## src/design/sabd_pkg.sv

```systemverilog
package sabd_pkg;

	// Field widths fixed by the interface
	localparam int TAG_W   = 16;
	localparam int KIND_W  = 2;
	localparam int RC_W    = 7;
	localparam int CFG_W   = 8;

	// Cap on tags sent by one dispatch
	localparam int MAX_RESULTS = 32;
	localparam int N_W         = $clog2(MAX_RESULTS + 1);

	// Operation codes
	localparam logic OP_ADD      = 1'b0;
	localparam logic OP_DISPATCH = 1'b1;

	// Configuration register indexes
	localparam logic CFG_SYNC_RATIO  = 1'b0;
	localparam logic CFG_BATCH_COUNT = 1'b1;

	// Configuration reset values
	localparam logic [CFG_W-1:0] SYNC_RATIO_RST  = 8'd4;
	localparam logic [CFG_W-1:0] BATCH_COUNT_RST = 8'd2;

	// Result kinds
	typedef enum logic [KIND_W-1:0] {
		KIND_ADDED   = 2'd0,
		KIND_DROPPED = 2'd1,
		KIND_TAG     = 2'd2,
		KIND_EMPTY   = 2'd3
	} kind_t;

	// Queue control from the sequencer
	typedef struct packed {
		logic push;
		logic pop;
	} qctl_t;

endpackage

```

## src/design/sabd_queue.sv

```systemverilog
module sabd_queue import sabd_pkg::*; #(
	parameter int DEPTH = 16
) (
	input  logic                         clk,
	input  logic                         arst_n,
	input  qctl_t                        ctl,
	input  logic [TAG_W-1:0]             wdata,
	output logic [TAG_W-1:0]             rdata,
	output logic [$clog2(DEPTH+1)-1:0]   count
);

	localparam int AW = $clog2(DEPTH);
	localparam int CW = $clog2(DEPTH + 1);
	localparam int SW = CW + 1;

	logic [TAG_W-1:0] mem_q [DEPTH];
	logic [AW-1:0]    head_q;
	logic [CW-1:0]    count_q;
	logic [SW-1:0]    tail_sum;
	logic [AW-1:0]    tail_idx;

	// Tail slot: head plus fill, wrapped once
	always_comb begin
		tail_sum = SW'(head_q) + SW'(count_q);
		if (tail_sum >= SW'(DEPTH)) begin
			tail_sum = tail_sum - SW'(DEPTH);
		end
		tail_idx = tail_sum[AW-1:0];
	end

	// Store on push
	always_ff @(posedge clk) begin
		if (ctl.push) begin
			mem_q[tail_idx] <= wdata;
		end
	end

	// Advance head and fill
	always_ff @(posedge clk or negedge arst_n) begin
		if (!arst_n) begin
			head_q  <= '0;
			count_q <= '0;
		end else begin
			if (ctl.pop) begin
				head_q  <= (head_q == AW'(DEPTH - 1)) ? '0 : head_q + AW'(1);
				count_q <= count_q - CW'(1);
			end else if (ctl.push) begin
				count_q <= count_q + CW'(1);
			end
		end
	end

	assign rdata = mem_q[head_q];
	assign count = count_q;

endmodule

```

## src/design/sync_async_batch_dispatcher.sv

```systemverilog
// Channel  | Handshake            | Payload
// ---------+----------------------+------------------------------------------------
// in       | in_valid / in_stall  | op, is_sync, request_tag, force_req
// out      | out_valid / out_stall| kind, out_tag, from_sync, run_count, last
// cfg      | cfg_we               | cfg_index, cfg_data
//
// An add captures the request, then writes the queue and reports.
// A dispatch runs one sequencer step a cycle unless the output stalls, popping
// at most one tag per step; the last result leaves on the final step.
// Reset clears queue pointers and fills; queue contents are not cleared.
// A stall on the output holds the sequencer wherever it needs to send.
module sync_async_batch_dispatcher import sabd_pkg::*; #(
	parameter int QUEUE_DEPTH = 16
) (
	input  logic              clk,
	input  logic              arst_n,
	input  logic              in_valid,
	output logic              in_stall,
	input  logic              op,
	input  logic              is_sync,
	input  logic [TAG_W-1:0]  request_tag,
	input  logic              force_req,
	output logic              out_valid,
	input  logic              out_stall,
	output logic [KIND_W-1:0] kind,
	output logic [TAG_W-1:0]  out_tag,
	output logic              from_sync,
	output logic [RC_W-1:0]   run_count,
	output logic              last,
	input  logic              cfg_we,
	input  logic              cfg_index,
	input  logic [CFG_W-1:0]  cfg_data
);

	localparam int CW = $clog2(QUEUE_DEPTH + 1);

	typedef enum logic [2:0] {
		ST_IDLE,
		ST_ADD,
		ST_SYNC,
		ST_ASYNC,
		ST_ROUND,
		ST_FSYNC,
		ST_FASYNC
	} state_t;

	state_t            state_q;
	logic [CFG_W-1:0]  ratio_q;
	logic [CFG_W-1:0]  batch_q;
	logic              is_sync_q;
	logic [TAG_W-1:0]  tag_q;
	logic [N_W-1:0]    n_q;
	logic [CFG_W-1:0]  j_q;
	logic [CFG_W-1:0]  round_q;
	logic              pend_valid_q;
	logic [TAG_W-1:0]  pend_tag_q;
	logic              pend_sync_q;
	logic [N_W-1:0]    pend_rc_q;
	logic              out_valid_q;
	kind_t             kind_q;
	logic [TAG_W-1:0]  out_tag_q;
	logic              from_sync_q;
	logic [RC_W-1:0]   run_count_q;
	logic              last_q;

	qctl_t             sync_ctl;
	qctl_t             async_ctl;
	logic [TAG_W-1:0]  sync_rdata;
	logic [TAG_W-1:0]  async_rdata;
	logic [CW-1:0]     sync_cnt;
	logic [CW-1:0]     async_cnt;

	logic              out_free;
	logic              n_room;
	logic              sync_full;
	logic              async_full;
	logic              pop_sync;
	logic              pop_async;
	logic              finish;
	logic              step_ok;
	logic              add_emit;
	logic [TAG_W-1:0]  pop_tag;

	sabd_queue #(.DEPTH(QUEUE_DEPTH)) u_sync_q (
		.clk    (clk),
		.arst_n (arst_n),
		.ctl    (sync_ctl),
		.wdata  (tag_q),
		.rdata  (sync_rdata),
		.count  (sync_cnt)
	);

	sabd_queue #(.DEPTH(QUEUE_DEPTH)) u_async_q (
		.clk    (clk),
		.arst_n (arst_n),
		.ctl    (async_ctl),
		.wdata  (tag_q),
		.rdata  (async_rdata),
		.count  (async_cnt)
	);

	// Configuration registers; a zero batch count stores one
	always_ff @(posedge clk or negedge arst_n) begin
		if (!arst_n) begin
			ratio_q <= SYNC_RATIO_RST;
			batch_q <= BATCH_COUNT_RST;
		end else if (cfg_we) begin
			case (cfg_index)
				CFG_SYNC_RATIO:  ratio_q <= cfg_data;
				CFG_BATCH_COUNT: batch_q <= (cfg_data == '0) ? CFG_W'(1) : cfg_data;
				default:         ratio_q <= ratio_q;
			endcase
		end
	end

	// Decide this step of the sequencer
	always_comb begin
		out_free   = !out_valid_q || !out_stall;
		n_room     = n_q < N_W'(MAX_RESULTS);
		sync_full  = sync_cnt >= CW'(QUEUE_DEPTH);
		async_full = async_cnt >= CW'(QUEUE_DEPTH);
		pop_sync   = 1'b0;
		pop_async  = 1'b0;
		finish     = 1'b0;
		case (state_q)
			ST_SYNC:   pop_sync  = (j_q < ratio_q) && (sync_cnt != '0) && n_room;
			ST_ASYNC:  pop_async = (async_cnt != '0) && n_room;
			ST_ROUND:  finish    = (n_q == '0) || !n_room ||
				({1'b0, round_q} + (CFG_W+1)'(1) >= {1'b0, batch_q});
			ST_FSYNC:  pop_sync  = (sync_cnt != '0) && n_room;
			ST_FASYNC: begin
				pop_async = (async_cnt != '0) && n_room;
				finish    = !pop_async;
			end
			default:   finish    = 1'b0;
		endcase
		step_ok   = !pend_valid_q || out_free;
		add_emit  = (state_q == ST_ADD) && out_free;
		pop_tag   = pop_sync ? sync_rdata : async_rdata;

		sync_ctl.push  = add_emit && is_sync_q && !sync_full;
		sync_ctl.pop   = pop_sync && step_ok;
		async_ctl.push = add_emit && !is_sync_q && !async_full;
		async_ctl.pop  = pop_async && step_ok;
	end

	// Sequencer with registered results
	always_ff @(posedge clk or negedge arst_n) begin
		if (!arst_n) begin
			state_q      <= ST_IDLE;
			is_sync_q    <= 1'b0;
			tag_q        <= '0;
			n_q          <= '0;
			j_q          <= '0;
			round_q      <= '0;
			pend_valid_q <= 1'b0;
			pend_tag_q   <= '0;
			pend_sync_q  <= 1'b0;
			pend_rc_q    <= '0;
			out_valid_q  <= 1'b0;
			kind_q       <= KIND_EMPTY;
			out_tag_q    <= '0;
			from_sync_q  <= 1'b0;
			run_count_q  <= '0;
			last_q       <= 1'b0;
		end else begin
			// drop the result once it is taken
			if (!out_stall) begin
				out_valid_q <= 1'b0;
			end

			// pop one tag; send the held one ahead of it
			if ((pop_sync || pop_async) && step_ok) begin
				if (pend_valid_q) begin
					out_valid_q <= 1'b1;
					kind_q      <= KIND_TAG;
					out_tag_q   <= pend_tag_q;
					from_sync_q <= pend_sync_q;
					run_count_q <= RC_W'(pend_rc_q);
					last_q      <= 1'b0;
				end
				pend_valid_q <= 1'b1;
				pend_tag_q   <= pop_tag;
				pend_sync_q  <= pop_sync;
				pend_rc_q    <= n_q + N_W'(1);
				n_q          <= n_q + N_W'(1);
			end

			// close the run with the held tag or an empty result
			if (finish && out_free) begin
				out_valid_q  <= 1'b1;
				last_q       <= 1'b1;
				pend_valid_q <= 1'b0;
				if (pend_valid_q) begin
					kind_q      <= KIND_TAG;
					out_tag_q   <= pend_tag_q;
					from_sync_q <= pend_sync_q;
					run_count_q <= RC_W'(pend_rc_q);
				end else begin
					kind_q      <= KIND_EMPTY;
					out_tag_q   <= '0;
					from_sync_q <= 1'b0;
					run_count_q <= '0;
				end
			end

			case (state_q)
				ST_IDLE: begin
					if (in_valid) begin
						is_sync_q    <= is_sync;
						tag_q        <= request_tag;
						n_q          <= '0;
						j_q          <= '0;
						round_q      <= '0;
						pend_valid_q <= 1'b0;
						if (op == OP_ADD) begin
							state_q <= ST_ADD;
						end else begin
							state_q <= force_req ? ST_FSYNC : ST_SYNC;
						end
					end
				end
				ST_ADD: begin
					if (out_free) begin
						out_valid_q <= 1'b1;
						kind_q      <= (is_sync_q ? sync_full : async_full) ?
							KIND_DROPPED : KIND_ADDED;
						out_tag_q   <= tag_q;
						from_sync_q <= is_sync_q;
						run_count_q <= '0;
						last_q      <= 1'b1;
						state_q     <= ST_IDLE;
					end
				end
				ST_SYNC: begin
					if (pop_sync) begin
						if (step_ok) begin
							j_q <= j_q + CFG_W'(1);
						end
					end else begin
						state_q <= ST_ASYNC;
					end
				end
				ST_ASYNC: begin
					if (!pop_async || step_ok) begin
						state_q <= ST_ROUND;
					end
				end
				ST_ROUND: begin
					if (finish) begin
						if (out_free) begin
							state_q <= ST_IDLE;
						end
					end else begin
						round_q <= round_q + CFG_W'(1);
						j_q     <= '0;
						state_q <= ST_SYNC;
					end
				end
				ST_FSYNC: begin
					if (!pop_sync) begin
						state_q <= ST_FASYNC;
					end
				end
				ST_FASYNC: begin
					if (finish && out_free) begin
						state_q <= ST_IDLE;
					end
				end
				default: state_q <= ST_IDLE;
			endcase
		end
	end

	assign in_stall  = (state_q != ST_IDLE);
	assign out_valid = out_valid_q;
	assign kind      = kind_q;
	assign out_tag   = out_tag_q;
	assign from_sync = from_sync_q;
	assign run_count = run_count_q;
	assign last      = last_q;

endmodule

```

## config.mk

```make
export PLATFORM = sky130hd
export DESIGN_NAME = sync_async_batch_dispatcher
export DESIGN_NICKNAME = d
export VERILOG_FILES = /design/src/design/sabd_pkg.sv /design/src/design/sabd_queue.sv /design/src/design/sync_async_batch_dispatcher.sv
export SDC_FILE = /design/constraint.sdc
export NUM_CORES = 1
export LEC_CHECK = 0
export BUFFER_PORTS_ARGS = -buffer_cell sky130_fd_sc_hd__clkbuf_2
export CORE_ASPECT_RATIO = 1.4
export CORE_MARGIN = 2
export CORE_UTILIZATION = 40
export DETAILED_ROUTE_END_ITERATION = 8
export GPL_ROUTABILITY_DRIVEN = 0
export HOLD_SLACK_MARGIN = 0.08
export PLACE_DENSITY = 0.66
export SLEW_MARGIN = 0
export SYNTH_ARGS = -nofsm -noshare
export SYNTH_HDL_FRONTEND = slang
export SYNTH_SLANG_ARGS = --single-unit
export TNS_END_PERCENT = 5
```

## constraint.sdc

```tcl
create_clock -name clk -period 4.3 [get_ports clk]
set_input_delay 0.43 -clock clk [delete_from_list [all_inputs] [get_ports clk]]
set_output_delay 0.43 -clock clk [all_outputs]
set_load 0.01 [all_outputs]
```

# ---- Yosys cells after proc, flatten, opt, wreduce, memory -nomap -nowiden
# Memory sizes are Yosys's and may differ from the RTL's.
# Index checks and enable logic that the tools add are counted.
dict set report op_classes {
  add_sub_neg 14
  mul 0
  n_div 0
  magnitude_cmp 7
  n_eq_ne 16
  n_shift 0
  mux 78
  n_bitwise 1
  reduce_logical 45
}
# cell n
set ops {}
lappend ops {{$mux W16} 7}
lappend ops {{$mux W8} 6}
lappend ops {{$mux W7} 5}
lappend ops {{$mux W1} 29}
lappend ops {{$mux W3} 9}
lappend ops {{$mux W6} 4}
lappend ops {{$pmux W8 S3} 1}
lappend ops {{$pmux W3 S7} 1}
lappend ops {{$mux W5} 4}
lappend ops {{$add A8 B1 Y8 const B} 2}
lappend ops {{$mux W4} 4}
lappend ops {{$ne A2 B2 Y1 const B} 8}
lappend ops {{$pmux W8 S2} 1}
lappend ops {{$logic_and A1 B1 Y1} 13}
lappend ops {{$add A4 B5 Y6} 2}
lappend ops {{$ge A6 B5 Y1 const B} 2}
lappend ops {{$add A5 B1 Y5 const B} 2}
lappend ops {{$ge A5 B5 Y1 const B} 2}
lappend ops {{$mux W2} 5}
lappend ops {{$reduce_and A5 Y1} 2}
lappend ops {{$reduce_bool A5 Y1} 2}
lappend ops {{$sub A5 B1 Y5 const B} 2}
lappend ops {{$add A8 B1 Y9 const B} 1}
lappend ops {{$eq A3 B3 Y1 const B} 3}
lappend ops {{other kinds (21)} 44}
dict set report totals {
  regBits 128
  latchBits 0
  ramBits 512
  rom_bits 0
  input_bits 33
  elab_cells 185
  memories 2
}
# memory words word_bits read_ports rd_clocked_by_memory_dff wr line
set mem_list {}
lappend mem_list {u_async_q.mem_q 16 16 1 0 1 sabd_queue.sv:16} ;# logic [TAG_W-1:0] mem_q [DEPTH];
lappend mem_list {u_sync_q.mem_q 16 16 1 0 1 sabd_queue.sv:16}

# ---- Depth between registers and ports, before layout
dict set report depth {
  ltp_word 10
  ltp_mapped 14
  mapped_depth_nobuf 13
}

# ---- Hierarchy
# A second synthesis with hierarchy kept.
dict set report hier_totals {
  cells_unflattened 1499
  area_unflattened_um2 26315.2
}
# module n_inst cells_per_inst area_per_inst_um2 seq_area_each_um2
set by_module_without_submodules {}
lappend by_module_without_submodules {{sabd_queue (u_async_q)} 1 503 10532.6 7912.6}
lappend by_module_without_submodules {{sabd_queue (u_sync_q)} 1 477 10307.4 7912.6}
lappend by_module_without_submodules {sync_async_batch_dispatcher 1 519 5475.3 2757.6}

# ---- Worst setup path after synthesis
# OpenSTA, ideal clock, no wires.
dict set report synth_timing {
  path_kind {register to register}
  startpoint {register ratio_q[2]}
  endpoint {register u_sync_q.count_q[4], in the netlist u_sync_q.count[4]}
  arrival_time_ps 3355
  path_slack_ps 796
  stages_incl_launch_ff 15
  cell_sequence {dfstp_2 inv_1 ha_1 a2111oi_0 o21ai_0 a211oi_2 o21ai_1 inv_2 clkbuf_1 ha_1 nor2b_1 o21ai_0 a21oi_1 a311oi_1 a41oi_1}
}
# item line
set synth_rtl {}
lappend synth_rtl {{start, declared} sync_async_batch_dispatcher.sv:48} ;# logic [CFG_W-1:0] ratio_q;
lappend synth_rtl {{start signal, assigned} sync_async_batch_dispatcher.sv:109} ;# CFG_SYNC_RATIO: ratio_q <= cfg_data;
lappend synth_rtl {{start signal, assigned} sync_async_batch_dispatcher.sv:111} ;# default: ratio_q <= ratio_q;
lappend synth_rtl {{end signal, assigned} sabd_queue.sv:46} ;# count_q <= count_q - CW'(1);
lappend synth_rtl {{end signal, assigned} sabd_queue.sv:48} ;# count_q <= count_q + CW'(1);
lappend synth_rtl {{end, declared} sabd_queue.sv:18} ;# logic [CW-1:0] count_q;

# ---- Final worst setup path
dict set report layout_timing {
  startpoint {register ratio_q[2]}
  endpoint {register u_sync_q.count_q[4], in the netlist u_sync_q.count[4]}
}
dict set report layout_via {
  elab_chain_len 6
  elab_cells_between_ends 7
}
# item line
set layout_lines {}
lappend layout_lines {{$lt A8 B8 Y1 *} sync_async_batch_dispatcher.sv:126} ;# ST_SYNC: pop_sync = (j_q < ratio_q) && (sync_cnt != '0) && n_room;
lappend layout_lines {{$logic_and A1 B1 Y1 * (2 in a row)} sync_async_batch_dispatcher.sv:126}
lappend layout_lines {{$pmux W1 S2 *} sync_async_batch_dispatcher.sv:125} ;# case (state_q)
lappend layout_lines {{$logic_and A1 B1 Y1 *} sync_async_batch_dispatcher.sv:142} ;# sync_ctl.pop = pop_sync && step_ok;
lappend layout_lines {{$mux W5 or $reduce_bool A2 Y1 (tied branches)} -}
# Every way passes the cells marked *; elsewhere a longest branch is shown, timed or not.
# A chain may end at the register's enable or synchronous reset.

==> metrics.txt <==
Worst R2R Path Depth=13; Synth Instances=1628; part of the power in registers=44.3%; Cells after DPL=2514; Layout area overhead=13.5%; first-pass GRT wire length=90600 um; synthesized area=roughly 0.026 sq mm; Logic pwr share=roughly a third; Reg-to-Reg End=u_sync_q.count[4]$_DFFE_PN0P_; Hold EP=tag_q[8]$_DFFE_PN0P_; Mapped Nets=1698; clk sinks=640; Die W=roughly 220 um; IO Count=62; asr flop ratio synth=20.0%; max frequency=0.259 GHz; DRT met1 WL=23900 um; footprint of the multi-input gates=~0.0072 sq mm; largest net degree at the start of global routing=roughly 100; Tot Pwr=20.9 mW; syn avg cell area=~16 sq um; internal power=13.5 mW; post-DP HPWL=37300 um; post-synth top area cell=edfxtp_1; Post-CTS Resized=0; hold crit path type=in2reg; Seq/Total Area, Yosys=between 70% and 80%; Worst-path clk slew=0.06 ns; antenna violations before repair=1; number of port buffers=61; Max Slew Vio Count=0; switching power=7.41 mW; met3 WL=roughly 2500 um; Synth Register Bits=640; Reg-to-Reg Start=ratio_q[2]$_DFFE_PN1P_; Fin Hold WS=0.111 ns; Setup crit start kind=flip-flop; Worst Hold Depth=2; worst-path maximum fanout=24; Final Net Count=1814; vias in the first global route=14800; reg2reg setup slack=0.44 ns; clk root buf=clkbuf_16; highest routed metal layer=met4; Pre-antenna DRT Iters=5; via/cell ratio=about 5.5; final non-filler cell total=2639; number of flops mapped to enable cells by yosys=512; DR WL/cell=22.8 um; RSZ-0062 raised after global routing=false; drt first-iter violations=1246; Leak Pwr=10.6 nW; Yosys top cell area share=58.6%; kind of critical path=reg2reg; Slew @ Worst Pin=between 1 and 1.5 ns; total gr overflow=0; ys flop type=edfxtp_1; CTS buffer count=56; PD cells=701 mW/mm^2; fin crit share=89.9%; Max clock buf depth=3; Final min period=3.86 ns; clk_lat worst skew=around 0.6 ns; outcome=finished, final reports clean; DRC=0; synth unique cells=62; Reg area=0.0186 sq mm; Clk pwr share=roughly a quarter; max_slew headroom=13.3%; clk_skew=between 0.015 and 0.02 ns; ANT nets after route=0; # fillers=5538; final hold vios=0; core area=about 0.065 sq mm; gr usage total=~18%; die area=0.0677 sq mm; Max Cap Viol=0; num rows=111; Final setup viols=0; most common cell in the netlist=edfxtp_1; Vias=roughly 15000; Critical Path RT=4.76 ns; yosys warns=0; HP Start=request_tag[8]; H-Tree Level Count=2; peak supply drop=0.000498 V; ranking of synthesized cells by area=edfxtp_1 59%, dfrtp_1 12%, mux4_2 5.5%, mux2i_1 4.6%, mux2_2 1.6%; Sw Share=~35%; starting density of the core=slightly above 40%; synth cell count leaders=512 x edfxtp_1, 124 x dfrtp_1, 120 x mux2i_1; crit path capture type=flip-flop; share of cells above drive strength 1=about 18%; Worst EP arrival=4.33 ns; TNS Setup=0 ns; Die Y=307 um; CTS tree=done; final wirelength=approximately 60000 um; met2 wire len=31800 um; diode count=0
## critical path, cell delays in order, from the launching register on
cell and delay, ns:
dfstp_2 0.51, inv_1 0.05, ha_1 0.19, a2111oi_0 0.53
o21ai_0 0.28, a211oi_2 0.47, o21ai_1 0.29, inv_2 0.15
buf_4 0.30, ha_1 0.30, o21ai_0 0.16, a21oi_1 0.12
a311oi_1 0.29, a41oi_1 0.08
## sequential cells by signal (all words and copies together), names as in the netlist, 6 cells and up
register and flops:
out_tag 16, ratio_q 8, j_q 8, n_q 6
round_q 8, u_sync_q.mem_q 256, run_count 7, u_async_q.mem_q 256
batch_q 8, pend_tag_q 16, pend_rc_q 6, tag_q 16
## metal layers
metal / track usage [%] / up-vias
li1: - / 6602
met1: 21.7 / 7522
met2: 32.1 / 347
met3: 2.56 / 104
met4: 6.16 / 0
met5: 0 / -
## per-stage QoR
stage / utilization (%) / setup WS (ns) / area, sq um
6_report: 45.7 / 0.436 / 29800
5_1_grt: 45.7 / 0.0256 / 29800
4_1_cts: 45.7 / 0.428 / 29800
3_5_place_dp: 42.5 / 0.451 / 27800
3_3_place_gp: 42.5 / 0.556 / 27800
2_1_floorplan: - / 0.796 / 26300
## power by group through the flow
stage	sequential, mW	combinational [mW]	clock, mW
floorplan	8.81	4.63	0
global placement	9.30	6.45	0
detailed placement	9.38	6.60	0
CTS	9.27	6.64	5.16
global route	9.39	7.17	5.38
finish	9.26	6.58	5.06
## final cells by class
class	instances	share of cell area, %
Timing Repair Buffer	136	3.18
Multi-Input combinational cell	873	24.2
Sequential cell	640	62.4
Clock inverter	27	0.777
Tap cell	847	3.56
Inverter	37	0.466
Clock buffer	79	5.47
## cells in the final DEF (no fill, tap or decap), drive strengths merged, types with 22 or more instances in the layout
cell type / instances
a221oi: 42
edfxtp: 512
nand3: 26
mux2: 38
dfrtp: 124
o21ai: 86
nor3: 22
mux2i: 120
a21oi: 53
nand2: 89
a221o: 23
xnor2: 24
buf: 57
inv: 41
nor2: 86
mux4: 64
a22oi: 37
clkbuf: 139
ha: 33
## kinds of logic (layout without fill, tap and decap cells)
group,Yosys count,after routing,synth area share [%]
AO/OA/AOI/OAI,291,291,7.57
buffers and inverters,115,279,1.83
flip-flops,640,640,70.8
XOR/XNOR,35,35,1.17
adder cells (fa/ha/maj),37,37,1.88
AND/OR/NAND/NOR,288,288,5.08
multiplexers,222,222,11.7
## repair_timing
action	CTS	global route
endpoints found under the hold margin	102	0
setup buffers	0	0
hold buffers	19	0
setup endpoints to repair	0	1
## worst max-delay path by stage
stage | from | end | slack, ns | depth (start not counted)
2_1_floorplan | ratio_q[2]$_DFFE_PN1P_ | u_sync_q.count[4]$_DFFE_PN0P_ | 0.80 | 14
3_3_place_gp | ratio_q[2]$_DFFE_PN1P_ | u_sync_q.count[4]$_DFFE_PN0P_ | 0.56 | 13
3_5_place_dp | ratio_q[2]$_DFFE_PN1P_ | u_sync_q.count[4]$_DFFE_PN0P_ | 0.45 | 13
4_1_cts | ratio_q[2]$_DFFE_PN1P_ | u_sync_q.count[4]$_DFFE_PN0P_ | 0.43 | 13
5_1_grt | ratio_q[2]$_DFFE_PN1P_ | u_sync_q.count[4]$_DFFE_PN0P_ | 0.03 | 13
6_report | ratio_q[2]$_DFFE_PN1P_ | u_sync_q.count[4]$_DFFE_PN0P_ | 0.44 | 13
(Power assumes the default switching activity.)
